$ cat src/rtl/bdcd_pkg.sv
// Shared types and constants for the button debounce and click detector.
// Holds the register map, the configuration struct and the result struct.
// Used by bdcd_cfg_regs, bdcd_engine and button_debounce_click_detector_unit.
package bdcd_pkg;

  localparam int unsigned TimeW  = 32;
  localparam int unsigned MsW    = 16;
  localparam int unsigned CfgIdxW = 3;
  localparam int unsigned ClickW = 2;

  // Reset values of the configuration registers
  localparam logic [MsW-1:0] DebounceMsRst    = MsW'(50);
  localparam logic [MsW-1:0] LongPressMsRst   = MsW'(1000);
  localparam logic [MsW-1:0] DoubleClickMsRst = MsW'(300);

  // Click count values
  localparam logic [ClickW-1:0] ClickNone   = ClickW'(0);
  localparam logic [ClickW-1:0] ClickSingle = ClickW'(1);
  localparam logic [ClickW-1:0] ClickPair   = ClickW'(2);

  // Register map
  typedef enum logic [CfgIdxW-1:0] {
    REG_BLOCK_ENABLE      = 3'd0,
    REG_ACTIVE_LOW        = 3'd1,
    REG_LONG_PRESS_ENABLE = 3'd2,
    REG_DEBOUNCE_MS       = 3'd3,
    REG_LONG_PRESS_MS     = 3'd4,
    REG_DOUBLE_CLICK_MS   = 3'd5
  } reg_idx_t;

  typedef struct packed {
    logic           block_enable;
    logic           active_low;
    logic           long_press_enable;
    logic [MsW-1:0] debounce_ms;
    logic [MsW-1:0] long_press_ms;
    logic [MsW-1:0] double_click_ms;
  } cfg_t;

  typedef struct packed {
    logic             press_event;
    logic             release_event;
    logic             long_press_event;
    logic             click_event;
    logic             double_click_event;
    logic             is_pressed;
    logic [TimeW-1:0] held_ms;
  } res_t;

endpackage

$ cat src/rtl/bdcd_cfg_regs.sv
// Configuration register file of the button debounce and click detector.
// Depends on bdcd_pkg for the register map and the cfg_t struct.
module bdcd_cfg_regs (
  input  logic                            clk,
  input  logic                            rst_n,
  input  logic                            cfg_we,
  input  logic [bdcd_pkg::CfgIdxW-1:0]    cfg_index,
  input  logic [bdcd_pkg::MsW-1:0]        cfg_wdata,
  output bdcd_pkg::cfg_t                  cfg
);

  bdcd_pkg::cfg_t cfg_r;

  // Decode the write and keep only the low bits of each register
  always_ff @(posedge clk) begin
    if (!rst_n) begin
      cfg_r.block_enable      <= 1'b1;
      cfg_r.active_low        <= 1'b1;
      cfg_r.long_press_enable <= 1'b1;
      cfg_r.debounce_ms       <= bdcd_pkg::DebounceMsRst;
      cfg_r.long_press_ms     <= bdcd_pkg::LongPressMsRst;
      cfg_r.double_click_ms   <= bdcd_pkg::DoubleClickMsRst;
    end else if (cfg_we) begin
      case (cfg_index)
        bdcd_pkg::REG_BLOCK_ENABLE:      cfg_r.block_enable      <= cfg_wdata[0];
        bdcd_pkg::REG_ACTIVE_LOW:        cfg_r.active_low        <= cfg_wdata[0];
        bdcd_pkg::REG_LONG_PRESS_ENABLE: cfg_r.long_press_enable <= cfg_wdata[0];
        bdcd_pkg::REG_DEBOUNCE_MS:       cfg_r.debounce_ms       <= cfg_wdata;
        bdcd_pkg::REG_LONG_PRESS_MS:     cfg_r.long_press_ms     <= cfg_wdata;
        bdcd_pkg::REG_DOUBLE_CLICK_MS:   cfg_r.double_click_ms   <= cfg_wdata;
        default: ;
      endcase
    end
  end

  assign cfg = cfg_r;

endmodule

$ cat src/rtl/bdcd_engine.sv
// Debounce, press/release, long-press and click state with its one-pass update.
// Depends on bdcd_pkg for cfg_t, res_t and the click count constants.
module bdcd_engine (
  input  logic                          clk,
  input  logic                          rst_n,
  input  logic                          step_en,
  input  logic                          level,
  input  logic [bdcd_pkg::TimeW-1:0]    now_ms,
  input  bdcd_pkg::cfg_t                cfg,
  output bdcd_pkg::res_t                res
);

  localparam int unsigned TW = bdcd_pkg::TimeW;

  logic                         prev_level_r,  prev_level_nxt;
  logic [TW-1:0]                change_time_r, change_time_nxt;
  logic                         pressed_r,     pressed_nxt;
  logic [TW-1:0]                press_start_r, press_start_nxt;
  logic                         long_fired_r,  long_fired_nxt;
  logic [bdcd_pkg::ClickW-1:0]  click_cnt_r,   click_cnt_nxt;
  logic [TW-1:0]                click_time_r,  click_time_nxt;

  logic                         stable;
  logic                         want;
  logic                         ev_press, ev_release, ev_long, ev_click, ev_double;
  logic                         lf_mid;
  logic [bdcd_pkg::ClickW-1:0]  cc_inc, cc_mid;
  logic [TW-1:0]                ct_mid, hold_time;

  // Compute next state and events for the transaction in the input register
  always_comb begin
    ev_press = 1'b0;
    ev_release = 1'b0;
    ev_long = 1'b0;
    ev_click = 1'b0;
    ev_double = 1'b0;

    // Track the last raw change
    change_time_nxt = (level != prev_level_r) ? now_ms : change_time_r;
    stable = (now_ms - change_time_nxt) > {{(TW-bdcd_pkg::MsW){1'b0}}, cfg.debounce_ms};
    want = cfg.active_low ? ~level : level;

    // Press and release edges
    pressed_nxt = pressed_r;
    press_start_nxt = press_start_r;
    lf_mid = long_fired_r;
    cc_mid = click_cnt_r;
    ct_mid = click_time_r;
    cc_inc = click_cnt_r + bdcd_pkg::ClickW'(1);
    if (stable && want && !pressed_r) begin
      pressed_nxt = 1'b1;
      press_start_nxt = now_ms;
      lf_mid = 1'b0;
      ev_press = 1'b1;
    end else if (stable && !want && pressed_r) begin
      pressed_nxt = 1'b0;
      ev_release = 1'b1;
      if (!long_fired_r) begin
        ct_mid = now_ms;
        if (cc_inc == bdcd_pkg::ClickPair) begin
          ev_double = 1'b1;
          cc_mid = bdcd_pkg::ClickNone;
        end else begin
          cc_mid = cc_inc;
        end
      end
    end

    // Long press fires once per hold
    hold_time = now_ms - press_start_nxt;
    long_fired_nxt = lf_mid;
    if (stable && pressed_nxt && !lf_mid && cfg.long_press_enable &&
        hold_time >= {{(TW-bdcd_pkg::MsW){1'b0}}, cfg.long_press_ms}) begin
      long_fired_nxt = 1'b1;
      ev_long = 1'b1;
    end

    // Close the click window
    click_cnt_nxt = cc_mid;
    click_time_nxt = ct_mid;
    if (cc_mid != bdcd_pkg::ClickNone &&
        (now_ms - ct_mid) > {{(TW-bdcd_pkg::MsW){1'b0}}, cfg.double_click_ms}) begin
      ev_click = (cc_mid == bdcd_pkg::ClickSingle);
      click_cnt_nxt = bdcd_pkg::ClickNone;
    end

    prev_level_nxt = level;

    // Drive the result; a disabled block reports frozen state only
    if (cfg.block_enable) begin
      res.press_event        = ev_press;
      res.release_event      = ev_release;
      res.long_press_event   = ev_long;
      res.click_event        = ev_click;
      res.double_click_event = ev_double;
      res.is_pressed         = pressed_nxt;
      res.held_ms            = pressed_nxt ? hold_time : '0;
    end else begin
      res.press_event        = 1'b0;
      res.release_event      = 1'b0;
      res.long_press_event   = 1'b0;
      res.click_event        = 1'b0;
      res.double_click_event = 1'b0;
      res.is_pressed         = pressed_r;
      res.held_ms            = pressed_r ? (now_ms - press_start_r) : '0;
    end
  end

  // Commit state when an enabled transaction leaves the input register
  always_ff @(posedge clk) begin
    if (!rst_n) begin
      prev_level_r  <= 1'b1;
      change_time_r <= '0;
      pressed_r     <= 1'b0;
      press_start_r <= '0;
      long_fired_r  <= 1'b0;
      click_cnt_r   <= bdcd_pkg::ClickNone;
      click_time_r  <= '0;
    end else if (step_en && cfg.block_enable) begin
      prev_level_r  <= prev_level_nxt;
      change_time_r <= change_time_nxt;
      pressed_r     <= pressed_nxt;
      press_start_r <= press_start_nxt;
      long_fired_r  <= long_fired_nxt;
      click_cnt_r   <= click_cnt_nxt;
      click_time_r  <= click_time_nxt;
    end
  end

endmodule

$ cat src/rtl/button_debounce_click_detector_unit.sv
// Top level of the button debounce and click detector.
// Depends on bdcd_pkg, bdcd_cfg_regs and bdcd_engine.
//
//   channel | handshake            | payload
//   in      | in_valid / in_ready  | in_raw_level, in_now_ms
//   out     | out_valid / out_ready| out_press_event .. out_held_ms
//   cfg     | cfg_we (no wait)     | cfg_index, cfg_wdata
//
// One poll per clock while the output is not stalled: a transaction is held in
// the input register, the state update and result are computed from it in one
// pass, and the result is then registered in the output register.
// Reset (synchronous, rst_n low) empties both registers and restores all state.
// A stalled output holds its result; the input register still takes one more
// transaction, then in_ready drops until out_ready frees the output.
module button_debounce_click_detector_unit (
  input  logic                             clk,
  input  logic                             rst_n,
  input  logic                             in_valid,
  output logic                             in_ready,
  input  logic                             in_raw_level,
  input  logic [bdcd_pkg::TimeW-1:0]       in_now_ms,
  output logic                             out_valid,
  input  logic                             out_ready,
  output logic                             out_press_event,
  output logic                             out_release_event,
  output logic                             out_long_press_event,
  output logic                             out_click_event,
  output logic                             out_double_click_event,
  output logic                             out_is_pressed,
  output logic [bdcd_pkg::TimeW-1:0]       out_held_ms,
  input  logic                             cfg_we,
  input  logic [bdcd_pkg::CfgIdxW-1:0]     cfg_index,
  input  logic [bdcd_pkg::MsW-1:0]         cfg_wdata
);

  bdcd_pkg::cfg_t cfg;
  bdcd_pkg::res_t res;
  bdcd_pkg::res_t out_r;

  logic                         s1_valid_r;
  logic                         s1_level_r;
  logic [bdcd_pkg::TimeW-1:0]   s1_now_r;
  logic                         out_valid_r;
  logic                         out_free;
  logic                         step_en;

  assign out_free = !out_valid_r || out_ready;
  assign step_en  = s1_valid_r && out_free;
  assign in_ready = !s1_valid_r || out_free;

  bdcd_cfg_regs u_cfg (
    .clk       (clk),
    .rst_n     (rst_n),
    .cfg_we    (cfg_we),
    .cfg_index (cfg_index),
    .cfg_wdata (cfg_wdata),
    .cfg       (cfg)
  );

  bdcd_engine u_engine (
    .clk     (clk),
    .rst_n   (rst_n),
    .step_en (step_en),
    .level   (s1_level_r),
    .now_ms  (s1_now_r),
    .cfg     (cfg),
    .res     (res)
  );

  // Input register: take a transaction when the stage is empty or advancing
  always_ff @(posedge clk) begin
    if (!rst_n) begin
      s1_valid_r <= 1'b0;
    end else if (in_ready) begin
      s1_valid_r <= in_valid;
    end
  end

  always_ff @(posedge clk) begin
    if (in_ready && in_valid) begin
      s1_level_r <= in_raw_level;
      s1_now_r   <= in_now_ms;
    end
  end

  // Output register: load the result, hold it while stalled
  always_ff @(posedge clk) begin
    if (!rst_n) begin
      out_valid_r <= 1'b0;
    end else if (out_free) begin
      out_valid_r <= s1_valid_r;
    end
  end

  always_ff @(posedge clk) begin
    if (step_en) begin
      out_r <= res;
    end
  end

  assign out_valid              = out_valid_r;
  assign out_press_event        = out_r.press_event;
  assign out_release_event      = out_r.release_event;
  assign out_long_press_event   = out_r.long_press_event;
  assign out_click_event        = out_r.click_event;
  assign out_double_click_event = out_r.double_click_event;
  assign out_is_pressed         = out_r.is_pressed;
  assign out_held_ms            = out_r.held_ms;

  // Press and release edges never share one poll
  a_edges_exclusive: assert property (@(posedge clk) disable iff (!rst_n)
    out_valid |-> !(out_press_event && out_release_event))
    else $error("press and release in one result");

  // A double click is always a release, never with a single click
  a_double_on_release: assert property (@(posedge clk) disable iff (!rst_n)
    (out_valid && out_double_click_event) |-> (out_release_event && !out_click_event))
    else $error("double click without release");

  // A released button reports no hold time
  a_held_zero: assert property (@(posedge clk) disable iff (!rst_n)
    (out_valid && !out_is_pressed) |-> (out_held_ms == '0))
    else $error("hold time while released");

  // A stalled result stays valid and unchanged
  a_out_hold: assert property (@(posedge clk) disable iff (!rst_n)
    (out_valid && !out_ready) |=> (out_valid && $stable(out_r)))
    else $error("stalled result changed");

endmodule

$ cat config.mk
export PLATFORM = sky130hd
export DESIGN_NAME = button_debounce_click_detector_unit
export DESIGN_NICKNAME = d
export VERILOG_FILES = /design/src/rtl/bdcd_pkg.sv /design/src/rtl/bdcd_cfg_regs.sv /design/src/rtl/bdcd_engine.sv /design/src/rtl/button_debounce_click_detector_unit.sv
export SDC_FILE = /design/constraint.sdc
export NUM_CORES = 1
export LEC_CHECK = 0
export BUFFER_PORTS_ARGS = -buffer_cell sky130_fd_sc_hd__buf_2
export CORE_UTILIZATION = 30
export DETAILED_ROUTE_END_ITERATION = 7
export HOLD_SLACK_MARGIN = 0.03
export SLEW_MARGIN = 20
export SYNTH_ARGS = -nofsm -noshare
export SYNTH_HDL_FRONTEND = slang
export SYNTH_SLANG_ARGS = --single-unit
$ cat constraint.sdc
create_clock -name clk -period 13.65 [get_ports clk]
set_input_delay 2.73 -clock clk [delete_from_list [all_inputs] [get_ports clk]]
set_output_delay 2.73 -clock clk [all_outputs]
set_load 0.1 [all_outputs]
# --- After elaboration in Yosys (flattened, before gate mapping) ---
# Index checks and enable logic that the tools add are counted.
word_totals:
  regBits: 225
  inputBits: 57
  elab_cells: 95
op_classes:
  add_sub_neg: 5
  magnitude_cmp: 3
  n_eq_ne: 8
  n_mux: 22
  n_bitwise: 3
  n_reduce_logical: 30
ops:
  columns: ["operator", "n"]
  rows:
  - ["2-to-1 mux 32 bit", 7]
  - ["subtractor 32 bit", 4]
  - ["greater-than comparator 32 x 16 -> 1 bit", 2]
  - ["2-to-1 mux 33 bit", 1]
  - [">= comparator 32 x 16 -> 1 bit", 1]
  - ["AND reduction 2 bit", 7]
  - ["logical AND 1 bit", 12]
  - ["2-to-1 mux 2 bit", 5]
  - ["2-to-1 mux 1 bit", 9]
  - ["equality test 3 x 2 -> 1 bit, second input constant", 2]
  - ["equality test 3 bit, second input constant", 2]
  - ["zero test 1 bit", 5]
  - ["OR reduction 4 bit", 1]
  - ["equality test 3 x 1 -> 1 bit, second input constant", 1]
  - ["zero test 3 bit", 1]
  - ["inverter 1 bit", 3]
  - ["adder 2 x 1 -> 2 bit, second input constant", 1]
  - ["equality test 2 x 1 -> 1 bit, second input constant", 1]
  - ["equality test 2 bit, second input constant", 1]
  - ["logical OR 1 bit", 2]
  - ["nonzero test 2 bit", 1]
  - ["OR reduction 2 bit", 1]
  - ["!= test 1 bit", 1]

# --- Longest topological paths before layout ---
# Gate-level depths: netlist of run 1.
depth:
  ltp_word: 13
  ltp_mapped: 59
  ltp_nobuf: 57

# --- Cells and area by module ---
# A second synthesis of run 1 with hierarchy kept.
hier_totals:
  cells_unflattened: 2058
  area_unflattened_um2: 17413.0
modules_own_cells:
  columns: ["mod", "instances", "cells_each", "area_each_um2", "seq_area_each_um2"]
  rows:
  - ["bdcd_engine", 1, 1779, 13130.1, 2021.9]
  - ["button_debounce_click_detector_unit", 1, 80, 2235.9, 2172.1]
  - ["bdcd_cfg_regs", 1, 199, 2047.0, 1021.0]

# --- Least setup slack after synthesis of run 1 ---
# No wires, ideal clock.
synth_path:
  kind: "reg-to-reg"
  from: "reg s1_level_r"
  to: "reg out_r, in the netlist out_click_event, data pin"
  t_arrival_ns: 9.691
  t_required_ns: 13.381
  slack_ns: 3.690
  path_stages_with_launch: 57
  n_path_buf: 2
  cell_sequence: "edfxtp_1 -> xnor2_2 -> clkbuf_1 -> nand2_1 -> o21ai_0 -> ha_1 -> inv_1 -> a22o_1 -> o21ai_2 -> a21oi_1 -> nor2_1 -> o21ai_0 -> a21o_1 -> a21oi_1 -> xnor2_1 -> ha_1 -> nand4_1 -> inv_1 -> (+21 left out) -> o21ai_0 -> a21oi_1 -> nor2_1 -> a2111oi_0 -> nor2_1 -> ha_1 -> a21oi_1 -> nor2b_1 -> o21ai_0 -> nand2b_1 -> a221oi_1 -> a31oi_1 -> a2111oi_0 -> o2111ai_1 -> nor4_1 -> o2111ai_1 -> nor4_2 -> nor4b_1"
synth_via:
  elab_chain_len: 12
synth_rtl:
  columns: ["element", "line", "rtl"]
  rows:
  - ["start: declaration", "button_debounce_click_detector_unit.sv:41", "logic s1_level_r;"]
  - ["start signal: assignment", "button_debounce_click_detector_unit.sv:81", "s1_level_r <= in_raw_level;"]
  - ["!= test 1 bit (*)", "bdcd_engine.sv:39", "change_time_nxt = (level != prev_level_r) ? now_ms : change_time_r;"]
  - ["2-to-1 mux 32 bit (*)", "bdcd_engine.sv:39", null]
  - ["via u_engine.change_time_nxt[0]", "bdcd_engine.sv:16", "logic [TW-1:0] change_time_r, change_time_nxt;"]
  - ["subtractor 32 bit (*)", "bdcd_engine.sv:40", "stable = (now_ms - change_time_nxt) > {{(TW-bdcd_pkg::MsW){1'b0}}, cfg.debounce_ms};"]
  - ["greater-than comparator 32 x 16 -> 1 bit (*)", "bdcd_engine.sv:40", null]
  - ["logical AND 1 bit (2 in a row)", "bdcd_engine.sv:55", "end else if (stable && !want && pressed_r) begin"]
  - ["2-to-1 mux 32 bit", "bdcd_engine.sv:55", null]
  - ["2-to-1 mux 32 bit (*)", "bdcd_engine.sv:50", "if (stable && want && !pressed_r) begin"]
  - ["via u_engine.click_time_nxt[0]", "bdcd_engine.sv:21", "logic [TW-1:0] click_time_r, click_time_nxt;"]
  - ["subtractor 32 bit (*)", "bdcd_engine.sv:82", "(now_ms - ct_mid) > {{(TW-bdcd_pkg::MsW){1'b0}}, cfg.double_click_ms}) begin"]
  - ["greater-than comparator 32 x 16 -> 1 bit (*)", "bdcd_engine.sv:82", null]
  - ["logical AND 1 bit (*)", "bdcd_engine.sv:81", "if (cc_mid != bdcd_pkg::ClickNone &&"]
  - ["AND reduction 2 bit (no source line) (*)", null, null]
  - ["end signal: assignment", "button_debounce_click_detector_unit.sv:97", "out_r <= res;"]
  - ["end: declaration", "button_debounce_click_detector_unit.sv:38", "bdcd_pkg::res_t out_r;"]
# The timed path passes the listed nets; every way through them passes the cells marked *.
# A chain may end at the register's enable or synchronous reset.

# --- Worst setup path in the final report of run 1 ---
# Same ends and word-level chain as after synthesis.

==> results of run 1 <==
[sequential cells by signal, summed over array words and instances (netlist names), 2 cells and up]
name                    flops
out_held_ms                32
s1_now_r                   32
u_cfg.cfg                  51
u_engine.change_time_r     32
u_engine.click_cnt_r        2
u_engine.click_time_r      32
u_engine.press_start_r     32
[cells in the mapped netlist (10+ instances only)]
master	number	area share [%]
nand2_1	352	7.6
ha_1	159	11
dfxtp_1	154	18
inv_1	136	2.9
nor2_1	135	2.9
a21oi_1	115	3.3
a21boi_0	96	4.1
o21ai_0	95	2.7
clkbuf_1	84	1.8
mux2i_1	80	4.6
edfxtp_1	71	12
xnor2_1	57	2.9
o211a_1	49	2.8
nor3_1	44	1.3
nand2b_1	42	1.5
a21o_1	37	1.6
nor2b_1	36	1.3
nand3_1	33	0.95
xor2_1	33	1.7
o211ai_1	26	1.1
and3_1	19	0.68
nand4_1	17	0.61
a211oi_1	16	0.69
a31oi_1	16	0.58
o21bai_1	12	0.52
o31ai_1	12	0.52
and2_1	11	0.40
nor3b_1	10	0.43
nor4_1	10	0.36
[cells by family (layout without fill, tap and decap cells)]
family / count (synthesis) / in the layout / synth area share, %
buffers and inverters: 231 / 288 / 5.11
and+or+nand+nor: 754 / 754 / 20.1
DFF: 225 / 225 / 30.0
muxes: 84 / 84 / 4.86
adders and majority gates: 168 / 168 / 12.1
AOI/OAI and AO/OA: 579 / 579 / 23.2
xor gates and xnor gates: 91 / 91 / 4.62
[worst min-delay path: cells and delay by family (launching register included)]
family           cells  cell delay [ps]
flip-flops           1              330
AND/OR/NAND/NOR      2              100
[how the worst max path moves through the flow]
stage,slack [ps],endpoint,start,cells past startpoint
global route,340,out_click_event$_SDFFCE_PN0P_,s1_level_r$_DFFE_PP_,53
finish,1700,out_click_event$_SDFFCE_PN0P_,s1_level_r$_DFFE_PP_,52
floorplan,3690,out_click_event$_SDFFCE_PN0P_,s1_level_r$_DFFE_PP_,56
CTS,1920,out_click_event$_SDFFCE_PN0P_,s1_level_r$_DFFE_PP_,52
detailed placement,1950,out_click_event$_SDFFCE_PN0P_,s1_level_r$_DFFE_PP_,52
global placement,2280,out_click_event$_SDFFCE_PN0P_,s1_level_r$_DFFE_PP_,53
[routing by layer]
metal	share of wire (%)	vias to the layer above	wire length, um
met4	3.9	0	2050
met1	45	7400	23300
met5	0	-	0
met2	47	448	24500
met3	4.2	103	2190
li1	-	7699	-
[power by group]
group / internal (mW) / switching (mW)
Sequential: 0.732 / 0.0381
Combinational: 0.295 / 0.507
Clock: 0.403 / 0.287
[area by class of cell]
class                   instances  share of cell area, %
flip-flops and latches        225                   26.9
well taps                     756                   4.87
multi-input cells            1676                   58.5
clock inverters                15                  0.818
inverters                     136                   2.63
clock buffers                  30                   3.42
repair buffers                107                   2.91
[metrics by stage]
stage | hold WS (ps) | instances
after floorplan | 429 | 2132
after global placement | 437 | 2900
after detailed placement | 451 | 2900
after CTS | 460 | 2945
after global routing | 478 | 2945
final | 461 | 2945
==> reports/metrics.cfg, run 1 <==
[timing]
timing.final.ws_setup_ps = 1700
tightest_slew_ps = 990
fmax_mhz = 83.7
maxSlewViolCount = 0
finalSetupViolCount = 0
rsz0062_at_grt = false
post-route-min-period_ps = 11950
skew_ps = 15.7
post-route-period-util_pct = 87.5
fin_setup_tns_ps = 0
slew_headroom_pct = 34.0
hold_violations = 0

[clocking]
post_cts_resized = 0
clkTransAtPathRegs_ps = 60
cts_hold_buffers = 0
clockBufferDepth = 3
cts_tree = done
post_cts_buffers = 0
cts_buffers = 25
clock_sinks = 225
clockRootBuffer = clkbuf_16
h-tree-depth = 1
clk-insertion-delay-late_ps = 540

[finish]
design_area_sq_um = 19400
antennaDiodeCount = 0
layout_common_cells = 352 x nand2_1, 159 x ha_1, 154 x dfxtp_1, 136 x inv_1, 133 x nor2_1
syn_to_final_growth_pct = 11.6
nFillCells = 5904
regArea_sq_um = 5220
multi_input_area_sq_um = 11400
final_core_util_pct = 34.2
drive_above_1_share_pct = 8.63
fin_nets = 2390
layout_commonest_cell = nand2_1

[die]
die_area_sq_um = 59000
fp-row-count = 87
die_h_um = 243
core-area_sq_um = 56800
die_w_um = 243
io_pins = 97
start_util_pct = 30.6

[worst_setup_path]
worstPathMaxFanout = 18
timing.critical_path.buf_inv = 1
path_class = reg2reg
cp.arrival_ps = 12230
critPathTopFamily = compound AO/OA/AOI/OAI gates
endpoint_kind = flop
crit_path_start_kind = flop
cp_data_required_time_ps = 13930
reg2reg_to = out_click_event$_SDFFCE_PN0P_
rrSetupSlack_ps = 1700
crit_slowest_cell = xnor2_2
r2r-start = s1_level_r$_DFFE_PP_
critical-path-top-cell-by-count = o21ai_0
ff2ff_path_depth = 52
cp_slowest_stage_delay_ps = 680

[drt]
vias_per_cell = 5.31
drt_first_pass_iters = 6
drtIter0Drc = 1153
antenna_left = 0
drc = 0
wire_per_inst_um = 17.7
via_count = 15700
wirelength_um = 52100

[worst_hold_path]
min_to = u_engine.click_cnt_r[1]$_SDFFE_PN0P_
min_path_type = reg2reg
hp-start = u_engine.click_cnt_r[1]$_SDFFE_PN0P_
hold_path_depth = 2

[synthesis]
synth_fp_nets = 2351
synth_edf_count = 71
avgSynthCellArea_sq_um = 8.16
synthesis.area_sq_um = 17400
async_flop_share_pct = 0
synth_cells = 2132
synth_cell_type_count = 89
synth-seq-cells = 225
ys.flop_type = dfxtp_1
yosys_warnings = 0
ys_seq_area_share_pct = 30.0

[global_routing]
grt_pass1_vias = 15200
overflow = 0
met1_usage_pct = 22.2
use_met2_pct = 29.5
antenna_found_initial = 0
grt.busiest_layer = met2
grt_usage_pct = 17.3
grt_pass1_wl_um = 82500
grt_max_degree = 86
grtUsageMet3_pct = 1.56

[run]
cap_violations = 0

[place]
numPortBuffers = 96
placed_area_sq_um = 18600
hpwl_um = 40100
place_ws_ps = 1950
place_congestion = 0.918

[run_status]
status = completed

[power]
powerDensity_nw_per_um2 = 116
vdd_drop_max_uv = 77.9
power_mw = 2.26
leakagePower_nw = 7.93

(Power assumes the default switching activity.)
==> run 2: changes to the inputs <==
--- a/config.mk
+++ b/config.mk
@@ -12,4 +12,5 @@
 export SLEW_MARGIN = 20
 export SYNTH_ARGS = -nofsm -noshare
 export SYNTH_HDL_FRONTEND = slang
+export SYNTH_HIERARCHICAL = 1
 export SYNTH_SLANG_ARGS = --single-unit
==> run 2 against run 1 <==
Against the previous run: clock power up 4.8%; non-clock buffer count is 3 higher; design area rose by 0.55%; sequential power barely moved; global-route usage is 0.15 points lower; final cell count decreased by 1.8%; critical path depth fell by 10; setup slack better by 550 ps; count of clock-buffer cells in the layout up 7; synthesized cell count shrank 3.5%; core utilization grew 0.19 points; critical path type unchanged; critical endpoint is now out_long_press_event$_DFFE_PP_.
==> reports/metrics.cfg, run 2 <==
[timing]
fin_setup_tns_ps = 0
hold_slack_ps = 457
finalSetupViolCount = 0
tightest_slew_ps = 1040
post-route-period-util_pct = 83.5
slew_headroom_pct = 30.8
hold_violations = 0
fmax_mhz = 87.7
rsz0062_at_grt = false
post-route-min-period_ps = 11400
maxSlewViolCount = 0
skew_ps = 29.9

[run]
cap_violations = 0

[synthesis]
synth_top_cell_area_share_pct = 17.7
synth.most_common_cell = nand2_1
yosys_warnings = 6
async_flop_share_pct = 0
avgSynthCellArea_sq_um = 8.46
synthesis.area_sq_um = 17400
synth_top_cell_by_area = dfxtp_1
netlist_top_cells_count = 300 x nand2_1, 159 x ha_1, 154 x dfxtp_1
ys_seq_area_share_pct = 29.9
synth_cells = 2058
synth_cell_type_count = 98
synthTopCellsByArea = dfxtp_1 18%, edfxtp_1 12%, ha_1 11%
synth_edf_count = 71
synth-seq-cells = 225
ys.flop_type = dfxtp_1
synth_fp_nets = 2277

[drt]
wire_per_inst_um = 18.0
drtIter0Drc = 1251
vias_per_cell = 5.27
drt_first_pass_iters = 5
drc = 0
via_count = 15300
antenna_left = 0
wirelength_um = 52100

[global_routing]
grt_max_degree = 101
grt_usage_pct = 17.1
grt_pass1_vias = 14400
antenna_found_initial = 0
overflow = 0
grt_pass1_wl_um = 81000

[power]
clkPwrFrac_pct = 32.0
pwr-share-comb_pct = 34.1
leakagePower_nw = 8.17
sw_frac_of_total_pct = 36.7
net-switching-power_uw = 831
powerDensity_nw_per_um2 = 116
seq_power_share_pct = 33.9
internal-power_mw = 1.43
vdd_drop_max_uv = 104

[clocking]
post_cts_resized = 0
cts_tree = done
clkTransAtPathRegs_ps = 60
cts_hold_buffers = 0
cts_buffers = 29
clockRootBuffer = clkbuf_16
clk-insertion-delay-late_ps = 590
clockBufferDepth = 3
clock_sinks = 225
post_cts_buffers = 0
h-tree-depth = 1

[place]
place_congestion = 0.951
hpwl_um = 39300
numPortBuffers = 96

[worst_hold_path]
min_path_type = reg2reg
hold_path_depth = 2
min_to = u_cfg/cfg[18]$_SDFFE_PN0P_
hp-start = u_cfg/cfg[18]$_SDFFE_PN0P_

[finish]
final_core_util_pct = 34.4
syn_to_final_growth_pct = 12.2
layout_commonest_cell = nand2_1
antennaDiodeCount = 0
drive_above_1_share_pct = 9.69
largest_register_ffs = 51
layout_common_cells = 299 x nand2_1, 159 x ha_1, 154 x dfxtp_1, 139 x mux2i_1, 133 x inv_1
fin_nets = 2334

[worst_setup_path]
r2r-start = s1_level_r$_DFFE_PP_
critPathLaunch = s1_level_r$_DFFE_PP_
rrSetupSlack_ps = 2250
crit_path_start_kind = flop
ff2ff_path_depth = 42
path_class = reg2reg
cp_slowest_stage_delay_ps = 760
cp_data_required_time_ps = 13960
reg2reg_to = out_long_press_event$_DFFE_PP_
timing.critical_path.buf_inv = 3
worstPathMaxFanout = 33
cp.arrival_ps = 11710
endpoint_kind = flop
crit_slowest_cell = xor2_4
critical-path-top-cell-by-count = a21oi_1
critPathTopFamily = simple AND/OR/NAND/NOR gates

[die]
core-area_sq_um = 56800
die_h_um = 243
fp-row-count = 87
io_pins = 97
die_area_sq_um = 59000
die_w_um = 243
start_util_pct = 30.6

[run_status]
status = completed

run 2: cell types whose count changed after synthesis, moves of 20 or more:
cell	change
mux2i_1	+59
nand2_1	-52
a21boi_0	-29
nor2b_1	+29
clkbuf_1	-24
o211ai_1	-20
run 2: area by class of cell:
cell class,instances,area [sq um]
Inverter,133,499
Tap cell,756,946
Clock inverter,16,111
Timing Repair Buffer,110,588
Clock buffer,37,787
Multi-Input combinational cell,1616,11400
Sequential cell,225,5220
Fill cell,5880,37300
run 2: routing by layer:
| metal | vias to the layer above | track usage (%) | share of wire, % |
|---|---|---|---|
| met2 | 417 | 28.4 | 46 |
| li1 | 7452 | - | - |
| met4 | 0 | 5.83 | 3.1 |
| met5 | - | 0 | 0 |
| met3 | 77 | 2.02 | 5.0 |
| met1 | 7310 | 23.0 | 46 |
run 2: worst max-delay path by stage:
stage / slack (ps) / to / cells after the start
after floorplan: 3810 / out_long_press_event$_DFFE_PP_ / 45
after global placement: 2710 / out_long_press_event$_DFFE_PP_ / 43
after CTS: 2370 / out_long_press_event$_DFFE_PP_ / 43
after global routing: 1250 / out_long_press_event$_DFFE_PP_ / 42
final: 2250 / out_long_press_event$_DFFE_PP_ / 42
after detailed placement: 2390 / out_long_press_event$_DFFE_PP_ / 43
run 2: per-stage QoR:
stage               cells  total power [mW]  worst slack (ps)  cell area, sq um
CTS                  2893              2.28              2370             19500
finish               2893              2.26              2250             19500
floorplan            2058              1.35              3810             17400
detailed placement   2840              1.54              2390             18600
global placement     2840              1.53              2710             18600
global route         2893              2.39              1250             19500
run 2: power by group through the flow:
stage / Sequential, mW / Clock, mW / Combinational (mW)
floorplan: 0.827 / 0 / 0.524
global placement: 0.781 / 0 / 0.750
detailed placement: 0.782 / 0 / 0.760
CTS: 0.768 / 0.747 / 0.764
global route: 0.772 / 0.773 / 0.848
finish: 0.768 / 0.723 / 0.772
run 2: cells by family after synthesis:
kind of cell	share of synthesized area (%)
AO/OA/AOI/OAI	21.1
XOR/XNOR	4.67
adder cells (fa/ha/maj)	12.2
buffers and inverters	5.03
flip-flops	29.9
multiplexers	8.21
AND/OR/NAND/NOR	18.9
run 2: worst reg2reg max path: cells and delay by family (launching register included):
family                   cells  cell delay, ps
multiplexers                 2             650
XOR/XNOR                     3            1100
AND/OR/NAND/NOR             15            3700
AO/OA/AOI/OAI               15            3420
flip-flops                   1             510
adder cells (fa/ha/maj)      4            1260
buffers and inverters        3             500
